==> config.mk <==
export PLATFORM = sky130hd
export DESIGN_NAME = dds_waveform_oscillator_core
export DESIGN_NICKNAME = d
export VERILOG_FILES = /design/src/design/dds_pkg.sv /design/src/design/dds_sine_rom.sv /design/src/design/dds_scale.sv /design/src/design/dds_waveform_oscillator_core.sv
export SDC_FILE = /design/constraint.sdc
export NUM_CORES = 1
export LEC_CHECK = 0
export BUFFER_PORTS_ARGS = -buffer_cell sky130_fd_sc_hd__buf_2
export CORE_UTILIZATION = 45
export CTS_CLUSTER_DIAMETER = 120
export CTS_CLUSTER_SIZE = 8
export DETAILED_ROUTE_END_ITERATION = 8
export HOLD_SLACK_MARGIN = 0.1
export PLACE_DENSITY = 0.63
export SYNTH_ARGS = -nofsm -noshare
export SYNTH_HDL_FRONTEND = slang
export SYNTH_SLANG_ARGS = --single-unit
==> constraint.sdc <==
create_clock -name clk -period 16.4 [get_ports clk]
set_clock_uncertainty 0.05 [all_clocks]
set_input_delay 2.46 -clock clk [delete_from_list [all_inputs] [get_ports clk]]
set_output_delay 2.46 -clock clk [all_outputs]
set_load 0.01 [all_outputs]
==> src/design/dds_pkg.sv <==
// Shared types and constants for the DDS waveform oscillator.
`timescale 1ns / 1ps

package dds_pkg;

  // Configuration register indexes
  localparam logic [1:0] CFG_ENABLE    = 2'd0;
  localparam logic [1:0] CFG_PHASE_INC = 2'd1;
  localparam logic [1:0] CFG_AMPLITUDE = 2'd2;
  localparam logic [1:0] CFG_WAVEFORM  = 2'd3;

  localparam int CFG_DATA_W = 32;
  localparam int PHASE_W    = 32;
  localparam int SAMPLE_W   = 16;
  localparam int AMP_W      = 16;
  // gain held one bit wider so that full scale 32768 fits as a positive value
  localparam int GAIN_W     = AMP_W + 1;

  localparam logic [GAIN_W-1:0]          GAIN_FULL  = 17'd32768;
  localparam logic signed [SAMPLE_W-1:0] SQUARE_POS = 16'sd32767;
  localparam logic signed [SAMPLE_W-1:0] SQUARE_NEG = -16'sd32767;

  typedef enum logic [1:0] {
    WAVE_SINE     = 2'd0,
    WAVE_SQUARE   = 2'd1,
    WAVE_TRIANGLE = 2'd2,
    WAVE_SAW      = 2'd3
  } wave_t;

  // Word leaving the phase stage towards the scaler
  typedef struct packed {
    logic                       valid;
    logic                       en;
    logic                       use_rom;
    logic signed [SAMPLE_W-1:0] alt;
    logic [GAIN_W-1:0]          gain;
  } dds_s1_t;

endpackage

==> src/design/dds_sine_rom.sv <==
// One-period sine table with a registered synchronous read port.
`timescale 1ns / 1ps

module dds_sine_rom #(
  parameter int ADDR_W = 8
) (
  input  logic                                 clk,
  input  logic                                 rd_en,
  input  logic [ADDR_W-1:0]                    rd_addr,
  output logic signed [dds_pkg::SAMPLE_W-1:0]  rd_data
);

  localparam int RomLen  = 1 << ADDR_W;
  localparam int QtrBits = ADDR_W - 2;
  localparam logic [63:0] TwoPiQ30 = 64'd6746518852;
  localparam logic [63:0] OneQ30   = 64'd1073741824;
  localparam logic [63:0] HalfQ30  = 64'd536870912;
  localparam logic [63:0] MaxMag   = 64'd32767;

  typedef logic signed [dds_pkg::SAMPLE_W-1:0] rom_t [RomLen];

  // two powers of x per Taylor term, both rescaled from Q2.30
  function automatic logic [63:0] pow_step(logic [63:0] term, logic [63:0] x);
    logic [63:0] t;
    t = (term * x) >> 30;
    t = (t * x) >> 30;
    return t;
  endfunction

  function automatic logic [15:0] quarter_value(logic [63:0] k);
    logic [63:0]        x;
    logic [63:0]        term;
    logic signed [63:0] sum;
    logic [63:0]        mag;
    x    = (TwoPiQ30 * k) >> ADDR_W;
    sum  = $signed(x);
    term = x;
    term = pow_step(term, x) / 6;   sum = sum - $signed(term);
    term = pow_step(term, x) / 20;  sum = sum + $signed(term);
    term = pow_step(term, x) / 42;  sum = sum - $signed(term);
    term = pow_step(term, x) / 72;  sum = sum + $signed(term);
    term = pow_step(term, x) / 110; sum = sum - $signed(term);
    term = pow_step(term, x) / 156; sum = sum + $signed(term);
    term = pow_step(term, x) / 210; sum = sum - $signed(term);
    term = pow_step(term, x) / 272; sum = sum + $signed(term);
    term = pow_step(term, x) / 342; sum = sum - $signed(term);
    term = pow_step(term, x) / 420; sum = sum + $signed(term);
    if (sum < 0) begin
      sum = 0;
    end
    if (sum > $signed(OneQ30)) begin
      sum = $signed(OneQ30);
    end
    mag = ($unsigned(sum) * MaxMag + HalfQ30) >> 30;
    if (mag > MaxMag) begin
      mag = MaxMag;
    end
    return mag[15:0];
  endfunction

  // mirror the first quadrant over the whole period
  function automatic rom_t build_rom();
    rom_t        tbl;
    logic [63:0] j;
    logic [63:0] q;
    logic [1:0]  quad;
    q = 64'(RomLen / 4);
    for (int i = 0; i < RomLen; i++) begin
      quad = 2'(i >> QtrBits);
      j    = 64'(i) & (q - 64'd1);
      unique case (quad)
        2'd0: tbl[i] = $signed(quarter_value(j));
        2'd1: tbl[i] = $signed(quarter_value(q - j));
        2'd2: tbl[i] = -$signed(quarter_value(j));
        default: tbl[i] = -$signed(quarter_value(q - j));
      endcase
    end
    return tbl;
  endfunction

  localparam rom_t SineTbl = build_rom();

  always_ff @(posedge clk) begin
    if (rd_en) begin
      rd_data <= SineTbl[rd_addr];
    end
  end

endmodule

==> src/design/dds_scale.sv <==
// Gain multiply, rounding and output register stage of the oscillator.
`timescale 1ns / 1ps

module dds_scale (
  input  logic                                clk,
  input  logic                                rst_n,
  input  logic                                advance,
  input  dds_pkg::dds_s1_t                    s1,
  input  logic signed [dds_pkg::SAMPLE_W-1:0] rom_data,
  output logic                                out_valid,
  output logic signed [dds_pkg::SAMPLE_W-1:0] out_sample
);

  localparam int ProdW = dds_pkg::SAMPLE_W + dds_pkg::GAIN_W + 1;
  localparam int ShW   = ProdW - 15;
  localparam logic signed [ProdW-1:0] RoundBias = ProdW'(16384);
  localparam logic signed [ShW-1:0]   SatHi     = ShW'(32767);
  localparam logic signed [ShW-1:0]   SatLo     = -ShW'(32768);

  logic                              s2_valid_r;
  logic                              s2_en_r;
  logic signed [ProdW-1:0]           s2_prod_r;
  logic signed [ProdW-1:0]           prod_nxt;
  logic signed [dds_pkg::SAMPLE_W-1:0] wave;
  logic signed [ProdW-1:0]           rounded;
  logic signed [ShW-1:0]             shifted;
  logic signed [dds_pkg::SAMPLE_W-1:0] sample_nxt;
  logic                              out_valid_r;
  logic signed [dds_pkg::SAMPLE_W-1:0] out_sample_r;

  always_comb begin
    wave     = s1.use_rom ? rom_data : s1.alt;
    prod_nxt = ProdW'(wave) * $signed({1'b0, s1.gain});
  end

  always_comb begin
    rounded = s2_prod_r + RoundBias;
    shifted = ShW'(rounded >>> 15);
    if (!s2_en_r) begin
      sample_nxt = '0;
    end else if (shifted > SatHi) begin
      sample_nxt = SatHi[dds_pkg::SAMPLE_W-1:0];
    end else if (shifted < SatLo) begin
      sample_nxt = SatLo[dds_pkg::SAMPLE_W-1:0];
    end else begin
      sample_nxt = shifted[dds_pkg::SAMPLE_W-1:0];
    end
  end

  always_ff @(posedge clk) begin
    if (!rst_n) begin
      s2_valid_r  <= 1'b0;
      out_valid_r <= 1'b0;
    end else if (advance) begin
      s2_valid_r  <= s1.valid;
      out_valid_r <= s2_valid_r;
    end
  end

  always_ff @(posedge clk) begin
    if (advance) begin
      s2_en_r      <= s1.en;
      s2_prod_r    <= prod_nxt;
      out_sample_r <= sample_nxt;
    end
  end

  assign out_valid  = out_valid_r;
  assign out_sample = out_sample_r;

endmodule

==> src/design/dds_waveform_oscillator_core.sv <==
// Top level of the DDS oscillator: registers, phase accumulator and waveform select.
// Pipeline: a sample word reaches out_valid through three registers once its request
// is accepted (sine table read and phase stage, gain multiply, output).
// Throughput: one request per cycle; the 32-bit phase add is the only feedback loop.
// A held output word stalls the input; requests with sample_request low give no word.
// Reset (synchronous, rst_n low) clears the phase and pipeline; the table is fixed.
`timescale 1ns / 1ps

module dds_waveform_oscillator_core #(
  parameter int TABLE_LEN = 256
) (
  input  logic                                  clk,
  input  logic                                  rst_n,
  input  logic                                  cfg_we,
  input  logic [1:0]                            cfg_index,
  input  logic [dds_pkg::CFG_DATA_W-1:0]        cfg_data,
  input  logic                                  in_valid,
  output logic                                  in_stall,
  input  logic                                  in_sample_request,
  output logic                                  out_valid,
  input  logic                                  out_stall,
  output logic signed [dds_pkg::SAMPLE_W-1:0]   out_sample
);

  localparam int RomBits = (TABLE_LEN <= 8) ? 3 : $clog2(TABLE_LEN);

  logic                              en_r;
  logic [dds_pkg::PHASE_W-1:0]       inc_r;
  logic [dds_pkg::AMP_W-1:0]         amp_r;
  dds_pkg::wave_t                    wave_r;
  logic [dds_pkg::PHASE_W-1:0]       phase_r;
  logic [dds_pkg::PHASE_W-1:0]       phase_nxt;
  logic                              advance;
  logic                              accept;
  logic                              step;
  logic [16:0]                       tri_t;
  logic signed [17:0]                tri_v;
  logic signed [dds_pkg::SAMPLE_W-1:0] alt_nxt;
  logic [dds_pkg::GAIN_W-1:0]        gain;
  dds_pkg::dds_s1_t                  s1_r;
  logic signed [dds_pkg::SAMPLE_W-1:0] rom_data;
  logic                              scale_valid;

  // the whole pipeline moves unless a finished word is held at the output
  assign advance  = !(scale_valid && out_stall);
  assign in_stall = !advance;
  assign accept   = in_valid && advance;
  assign step     = accept && in_sample_request && en_r;

  always_ff @(posedge clk) begin
    if (!rst_n) begin
      en_r   <= 1'b0;
      inc_r  <= '0;
      amp_r  <= dds_pkg::GAIN_FULL[dds_pkg::AMP_W-1:0];
      wave_r <= dds_pkg::WAVE_SINE;
    end else if (cfg_we) begin
      unique case (cfg_index)
        dds_pkg::CFG_ENABLE:    en_r   <= cfg_data[0];
        dds_pkg::CFG_PHASE_INC: inc_r  <= cfg_data[dds_pkg::PHASE_W-1:0];
        dds_pkg::CFG_AMPLITUDE: amp_r  <= cfg_data[dds_pkg::AMP_W-1:0];
        default:                wave_r <= dds_pkg::wave_t'(cfg_data[1:0]);
      endcase
    end
  end

  assign phase_nxt = phase_r + inc_r;

  always_ff @(posedge clk) begin
    if (!rst_n) begin
      phase_r <= '0;
    end else if (step) begin
      phase_r <= phase_nxt;
    end
  end

  // non-table waveforms from the advanced phase
  always_comb begin
    tri_t = phase_nxt[31:15];
    if (tri_t < 17'd32768) begin
      tri_v = $signed({1'b0, tri_t});
    end else if (tri_t < 17'd98304) begin
      tri_v = 18'sd65536 - $signed({1'b0, tri_t});
      if (tri_v > 18'sd32767) begin
        tri_v = 18'sd32767;
      end
    end else begin
      tri_v = $signed({1'b0, tri_t}) - 18'sd131072;
    end
    unique case (wave_r)
      dds_pkg::WAVE_SQUARE:
        alt_nxt = phase_nxt[31] ? dds_pkg::SQUARE_POS : dds_pkg::SQUARE_NEG;
      dds_pkg::WAVE_TRIANGLE:
        alt_nxt = tri_v[dds_pkg::SAMPLE_W-1:0];
      dds_pkg::WAVE_SAW:
        alt_nxt = $signed({~phase_nxt[31], phase_nxt[30:16]});
      default:
        alt_nxt = '0;
    endcase
  end

  // clip the gain at full scale
  assign gain = ({1'b0, amp_r} > dds_pkg::GAIN_FULL) ? dds_pkg::GAIN_FULL : {1'b0, amp_r};

  always_ff @(posedge clk) begin
    if (!rst_n) begin
      s1_r.valid <= 1'b0;
    end else if (advance) begin
      s1_r.valid <= accept && in_sample_request;
    end
    if (advance) begin
      s1_r.en      <= en_r;
      s1_r.use_rom <= (wave_r == dds_pkg::WAVE_SINE);
      s1_r.alt     <= alt_nxt;
      s1_r.gain    <= gain;
    end
  end

  dds_sine_rom #(
    .ADDR_W (RomBits)
  ) u_rom (
    .clk     (clk),
    .rd_en   (advance),
    .rd_addr (phase_nxt[dds_pkg::PHASE_W-1 -: RomBits]),
    .rd_data (rom_data)
  );

  dds_scale u_scale (
    .clk        (clk),
    .rst_n      (rst_n),
    .advance    (advance),
    .s1         (s1_r),
    .rom_data   (rom_data),
    .out_valid  (scale_valid),
    .out_sample (out_sample)
  );

  assign out_valid = scale_valid;

`ifndef SYNTH
  a_phase_hold: assert property (@(posedge clk) disable iff (!rst_n)
    !step |=> $stable(phase_r))
    else $error("phase moved without an enabled request");

  a_phase_step: assert property (@(posedge clk) disable iff (!rst_n)
    step |=> phase_r == $past(phase_r) + $past(inc_r))
    else $error("phase did not advance by the increment");

  a_req_enters: assert property (@(posedge clk) disable iff (!rst_n)
    accept && in_sample_request |=> s1_r.valid)
    else $error("accepted request lost before the scaler");

  a_gain_clip: assert property (@(posedge clk) disable iff (!rst_n)
    s1_r.valid |-> s1_r.gain <= dds_pkg::GAIN_FULL)
    else $error("gain above full scale reached the multiplier");
`endif

endmodule
======== Word-level counts from Yosys, hierarchy flattened ========
Memories as Yosys holds them, arrays and structs flattened. A register that Yosys moved wholly into a read port is not among the register bits.
Cells that the tools add are included.
cells by class
  add/sub/neg operators ................... 4
  multipliers ............................. 1
  order comparisons ....................... 6
  eq/ne operators ......................... 5
  multiplexer cells ....................... 8
  bitwise logic cells ..................... 4
  reductions and logical operators ........ 14
operators by type and width
  cell                                                             count
  2-to-1 mux 16 bit                                                6
  one-hot mux 16 bit (3 select lines)                              1
  adder 34 x 16 -> 34 bit, second input constant                   1
  multiplier 16 x 18 -> 34 bit                                     1
  adder 32 bit                                                     1
  greater-than comparator 19 x 16 -> 1 bit, second input constant  1
  less-than comparator 19 x 16 -> 1 bit, second input constant     1
  greater-than comparator 18 x 16 -> 1 bit, second input constant  1
  subtractor 17 x 17 -> 18 bit, first input constant               1
  less-than comparator 17 x 16 -> 1 bit, second input constant     1
  less-than comparator 17 bit, second input constant               1
  greater-than comparator 16 bit, second input constant            1
  subtractor 16 x 1 -> 16 bit, second input constant               1
  2-to-1 mux 15 bit                                                1
  NOT 8 -> 9 bit                                                   1
  AND reduction 2 bit                                              4
  equality test 2 bit, second input constant                       3
  equality test 2 x 1 -> 1 bit, second input constant              2
  logical AND 1 bit                                                4
  logical NOT 2 bit                                                2
  NOT 1 bit                                                        3
  OR reduction 3 bit                                               1
  logical NOT 1 bit                                                2
  OR reduction 2 bit                                               1
storage, ports and cells
  register bits ........................... 172
  ROM bits ................................ 4,096
  output and inout port bits .............. 18
  word-level logic and storage cells ...... 60
  memories ................................ 1
memories
  name             depth  width  rd ports  clocked after Yosys merged registers in  write ports  line                RTL
  (no name shown)  256    16     1         1                                        0            dds_sine_rom.sv:85  rd_data <= SineTbl[rd_addr];

======== Logic depth before layout (Yosys ltp) ========
  depth in word-level cells ............... 7
  gate-level depth with buffers ........... 29
  gate-level depth less buffers ........... 26

======== Cells and area by module ========
Synthesis repeated with hierarchy kept, for this count alone.
unflattened totals
  cell total of the unflattened synthesis .. 2,837
  area total of the unflattened synthesis .. 23,158.5 um^2
modules (own cells, without submodules)
  module                        times used  cells each  area each (um^2)
  dds_scale                     1           1,208       11,034.3
  dds_waveform_oscillator_core  1           847         7,155.6
  dds_sine_rom                  1           782         4,968.5

======== Worst setup path after synthesis ========
OpenSTA, ideal clock, no wires.
  kind .................................... register -> register
  start point ............................. reg s1_r[33] in the netlist's numbering
  end point ............................... reg u_scale.s2_prod_r[33], data pin
  library setup time ...................... 0.260 ns
  data arrival time ....................... 7.363 ns
  required time ........................... 16.090 ns
  slack ................................... 8.728 ns
  stages on the path, launching flop included .. 30
  path buffers ............................ 3
  path through ............................ edfxtp_1 buf_4 clkbuf_1 mux2_2 clkbuf_1 nand2_1 fa_1 inv_1 fa_1 inv_1 fa_1 inv_1 fa_1 inv_1 fa_1 inv_1 fa_1 ha_1 a21o_1 a21o_1 a221o_1 nand3_1 a31oi_1 o2111ai_1 a311oi_2 and4_1 a2111oi_2 o21bai_1 a21oi_1 xnor2_1
on the way
  word-level cells in the longest chain between the ends .. 2
ends and longest elaborated chain
  element                       line                                RTL
  from (decl)                   dds_waveform_oscillator_core.sv:40  dds_pkg::dds_s1_t s1_r;
  2-to-1 mux 16 bit             dds_scale.sv:32                     wave = s1.use_rom ? rom_data : s1.alt;
  multiplier 16 x 18 -> 34 bit  dds_scale.sv:33                     prod_nxt = ProdW'(wave) * $signed({1'b0, s1.gain});
  via u_scale.prod_nxt[33]      dds_scale.sv:23                     logic signed [ProdW-1:0] prod_nxt;
  to (signal assigned)          dds_scale.sv:63                     s2_prod_r <= prod_nxt;
  to (decl)                     dds_scale.sv:22                     logic signed [ProdW-1:0] s2_prod_r;
The timed path passes the listed nets, and every way through them passes these cells.
A chain may end at the register's enable or synchronous reset.

======== Final worst setup path ========
Ends and elaborated chain as after synthesis.

==> results.py <==
metrics = {
    "outcome": {
        "status": "complete, no violations",
    },
    "floorplan": {
        "die-area_um2": 49400,
        "die-height_um": 222,
        "coreArea_um2": 47700,
        "io_pins": 58,
        "fp-row-count": 80,
        "die_w_um": 222,
        "start_util_pct": 45.7,
    },
    "route": {
        "wl_mm": 70.2,
        "ant_nets": 0,
        "drc": 0,
        "dr.pass1.iters": 6,
        "wl_per_cell_um": 22.1,
        "via_per_inst": 6.16,
        "vias": 19600,
        "drt-initial-drc-count": 2451,
    },
    "setup_path": {
        "cpMaxStageDelayCell": "edfxtp_1",
        "slowest_delay_ps": 810,
        "path_class": "flip-flop to flip-flop",
        "cp.arrival_ps": 8170,
        "cp-end-kind": "flip-flop",
        "crit_required_ps": 16580,
        "worstPathMaxFanout": 16,
        "cpMostUsedCell": "fa_1",
        "worstSetupStartpointType": "flip-flop",
    },
    "logic_synthesis": {
        "async_reset_ff_share_pct": 0,
        "synth-seq-cells": 173,
        "syn-num-nets": 3014,
        "syn-cell-area_um2": 21800,
        "synthTopCellsByArea": "fa_1, edfxtp_1, ha_1",
        "synth_area_leader_cell": "fa_1",
        "synth_ff_type": "edfxtp_1",
        "syn_inst": 2610,
        "synth_top_cell_area_share_pct": 17.8,
        "ys_warn_count": 0,
        "syn_avg_cell_area_um2": 8.36,
        "synth-edff-count": 87,
        "ys_seq_area_share_pct": 19.9,
        "synth_cell_types": 105,
    },
    "clocking": {
        "cts_buffer_depth": 2,
        "postCtsHoldBufs": 0,
        "htreeDepth": 4,
        "cts_resized": 0,
        "cts.sinks": 173,
        "post_cts_buffers": 0,
        "cts_made_buffers": 17,
        "clk_pin_slew_ps": 80,
        "clk_latency_ps": 480,
        "cts_tree": "yes",
        "root_buffer": "clkbuf_16",
    },
    "sta": {
        "max_slew_margin_pct": 18.1,
        "rsz0062_at_grt": "false",
        "timing.final.ws_setup_ps": 8410,
        "worst_pin_slew_ps": 1220,
        "period_needed_ps": 7990,
        "finalSetupTns_ps": 0,
        "clock.fmax_ghz": 0.125,
        "maxSlewViolCount": 0,
        "hold_viol": 0,
        "setup_viol": 0,
        "fin_crit_sh_pct": 48.7,
    },
    "place": {
        "dp.final_hpwl_mm": 51.7,
        "portBuffers": 57,
        "dp_slack_ps": 8370,
        "gp_congestion": 0.992,
    },
    "grt": {
        "grt_max_degree": 87,
        "grt_overflow_total": 0,
        "grtUsageTotal_pct": 28.7,
        "grt_pass1_wl_mm": 110,
        "antenna_found_initial": 5,
        "grt_pass1_vias": 19100,
    },
    "layout": {
        "layout_commonest_cell": "nand2_1",
        "syn_to_final_growth_pct": 5.48,
        "nFillCells": 4617,
        "diodes": 0,
        "drive_above_1_share_pct": 8.38,
        "num-nets-final": 2957,
        "final_cell_mix": "nand2_1, inv_1, fa_1",
    },
    "power_and_ir_drop": {
        "power_density_nw_per_um2": 52.0,
        "irDropWorstVdd_mv": 0.0599,
        "p_leak_uw": 0.00998,
    },
    "min_path": {
        "hold_class": "flip-flop to flip-flop",
    },
    "flow_run": {
        "max_cap_violations": 0,
    },
}
[stage by stage]
stage	total power, µW	std cells	util, %	area, µm²	hold WS [ps]
5_1_grt	1260	3181	48.2	23000	440
4_1_cts	1210	3181	48.2	23000	424
3_3_place_gp	775	3149	46.9	22400	399
3_5_place_dp	778	3149	46.9	22400	403
2_1_floorplan	695	2610	-	21800	350
6_report	1200	3181	48.2	23000	423
[state kept, by name (all words and copies together), names as in the netlist, 2 cells and up]
register,cells
u_scale.s2_prod_r,20
u_rom.rd_data,16
s1_r,35
inc_r,32
phase_r,32
amp_r,16
u_scale.out_sample,16
wave_r,2
[routing by layer]
layer / share of wire, % / global-route usage, % / vias to the layer above
li1: - / - / 8867
met4: 5.6 / 14.8 / 8
met5: 0.073 / 0 / -
met1: 41 / 37.3 / 9523
met2: 44 / 44.8 / 930
met3: 8.5 / 6.29 / 260
[critical path, delay by kind of cell, from the launching register on]
family                   cells  cell delay (ps)
multiplexers                 1              480
flip-flops                   1              810
AO/OA/AOI/OAI                9             2140
XOR/XNOR                     1               90
buffers and inverters        5              260
AND/OR/NAND/NOR              3              520
adder cells (fa/ha/maj)      7             3390
[cell families (layout without fill, tap and decap cells)]
group                      count (synthesis)  in the layout  synth area share, %
and+or+nand+nor                          882            882                 19.2
AOI/OAI and AO/OA                        652            652                 20.4
buffers and inverters                    435            391                 8.13
adders and majority gates                364            364                 27.6
DFF                                      173            173                 19.9
xor gates and xnor gates                  75             75                 3.24
muxes                                     29             29                 1.53
[path summary, 6_finish.rpt]
kind	slack [ps]	depth (start not counted)	start	end
setup / recovery	8410	26	s1_r[33]	u_scale.s2_prod_r[33]
hold / removal	420	2	phase_r[0]	phase_r[0]
setup reg to reg	8410	26	s1_r[33]	u_scale.s2_prod_r[33]
hold reg to reg	420	2	phase_r[0]	phase_r[0]
[layout make-up]
type / instances / area (µm²) / share of cell area, %
Multi-Input combinational cell: 2002 / 15700 / 68.4
Tap cell: 615 / 769 / 3.34
Clock inverter: 15 / 191 / 0.832
Clock buffer: 17 / 425 / 1.85
Sequential cell: 173 / 4330 / 18.8
Inverter: 266 / 998 / 4.34
Timing Repair Buffer: 93 / 556 / 2.41
[power by group]
group	switching (µW)	leakage [µW]	internal, µW
combinational	173	0.00795	95.5
clock	204	0.000300	220
sequential	25.2	0.00174	479
total	402	0.00998	795
[synthesized netlist by cell type, types with 13 or more instances]
cell / number
nand2_1: 391
inv_1: 263
fa_1: 194
ha_1: 170
a21oi_1: 145
o21ai_0: 143
nor2_1: 122
clkbuf_1: 107
edfxtp_1: 87
dfxtp_1: 86
nor2b_1: 76
and2_1: 71
a21boi_0: 60
nand3_1: 58
buf_2: 43
xnor2_1: 42
nor3_1: 34
xor2_1: 28
a211oi_1: 26
o211ai_1: 26
nand4_1: 20
a21o_1: 19
and3_1: 17
or2_2: 16
a221oi_1: 15
mux2_2: 15
nand2b_1: 15
o21a_1: 15
a31oi_1: 14
o311ai_0: 14
a311oi_1: 13
(Power assumes the default switching activity.)
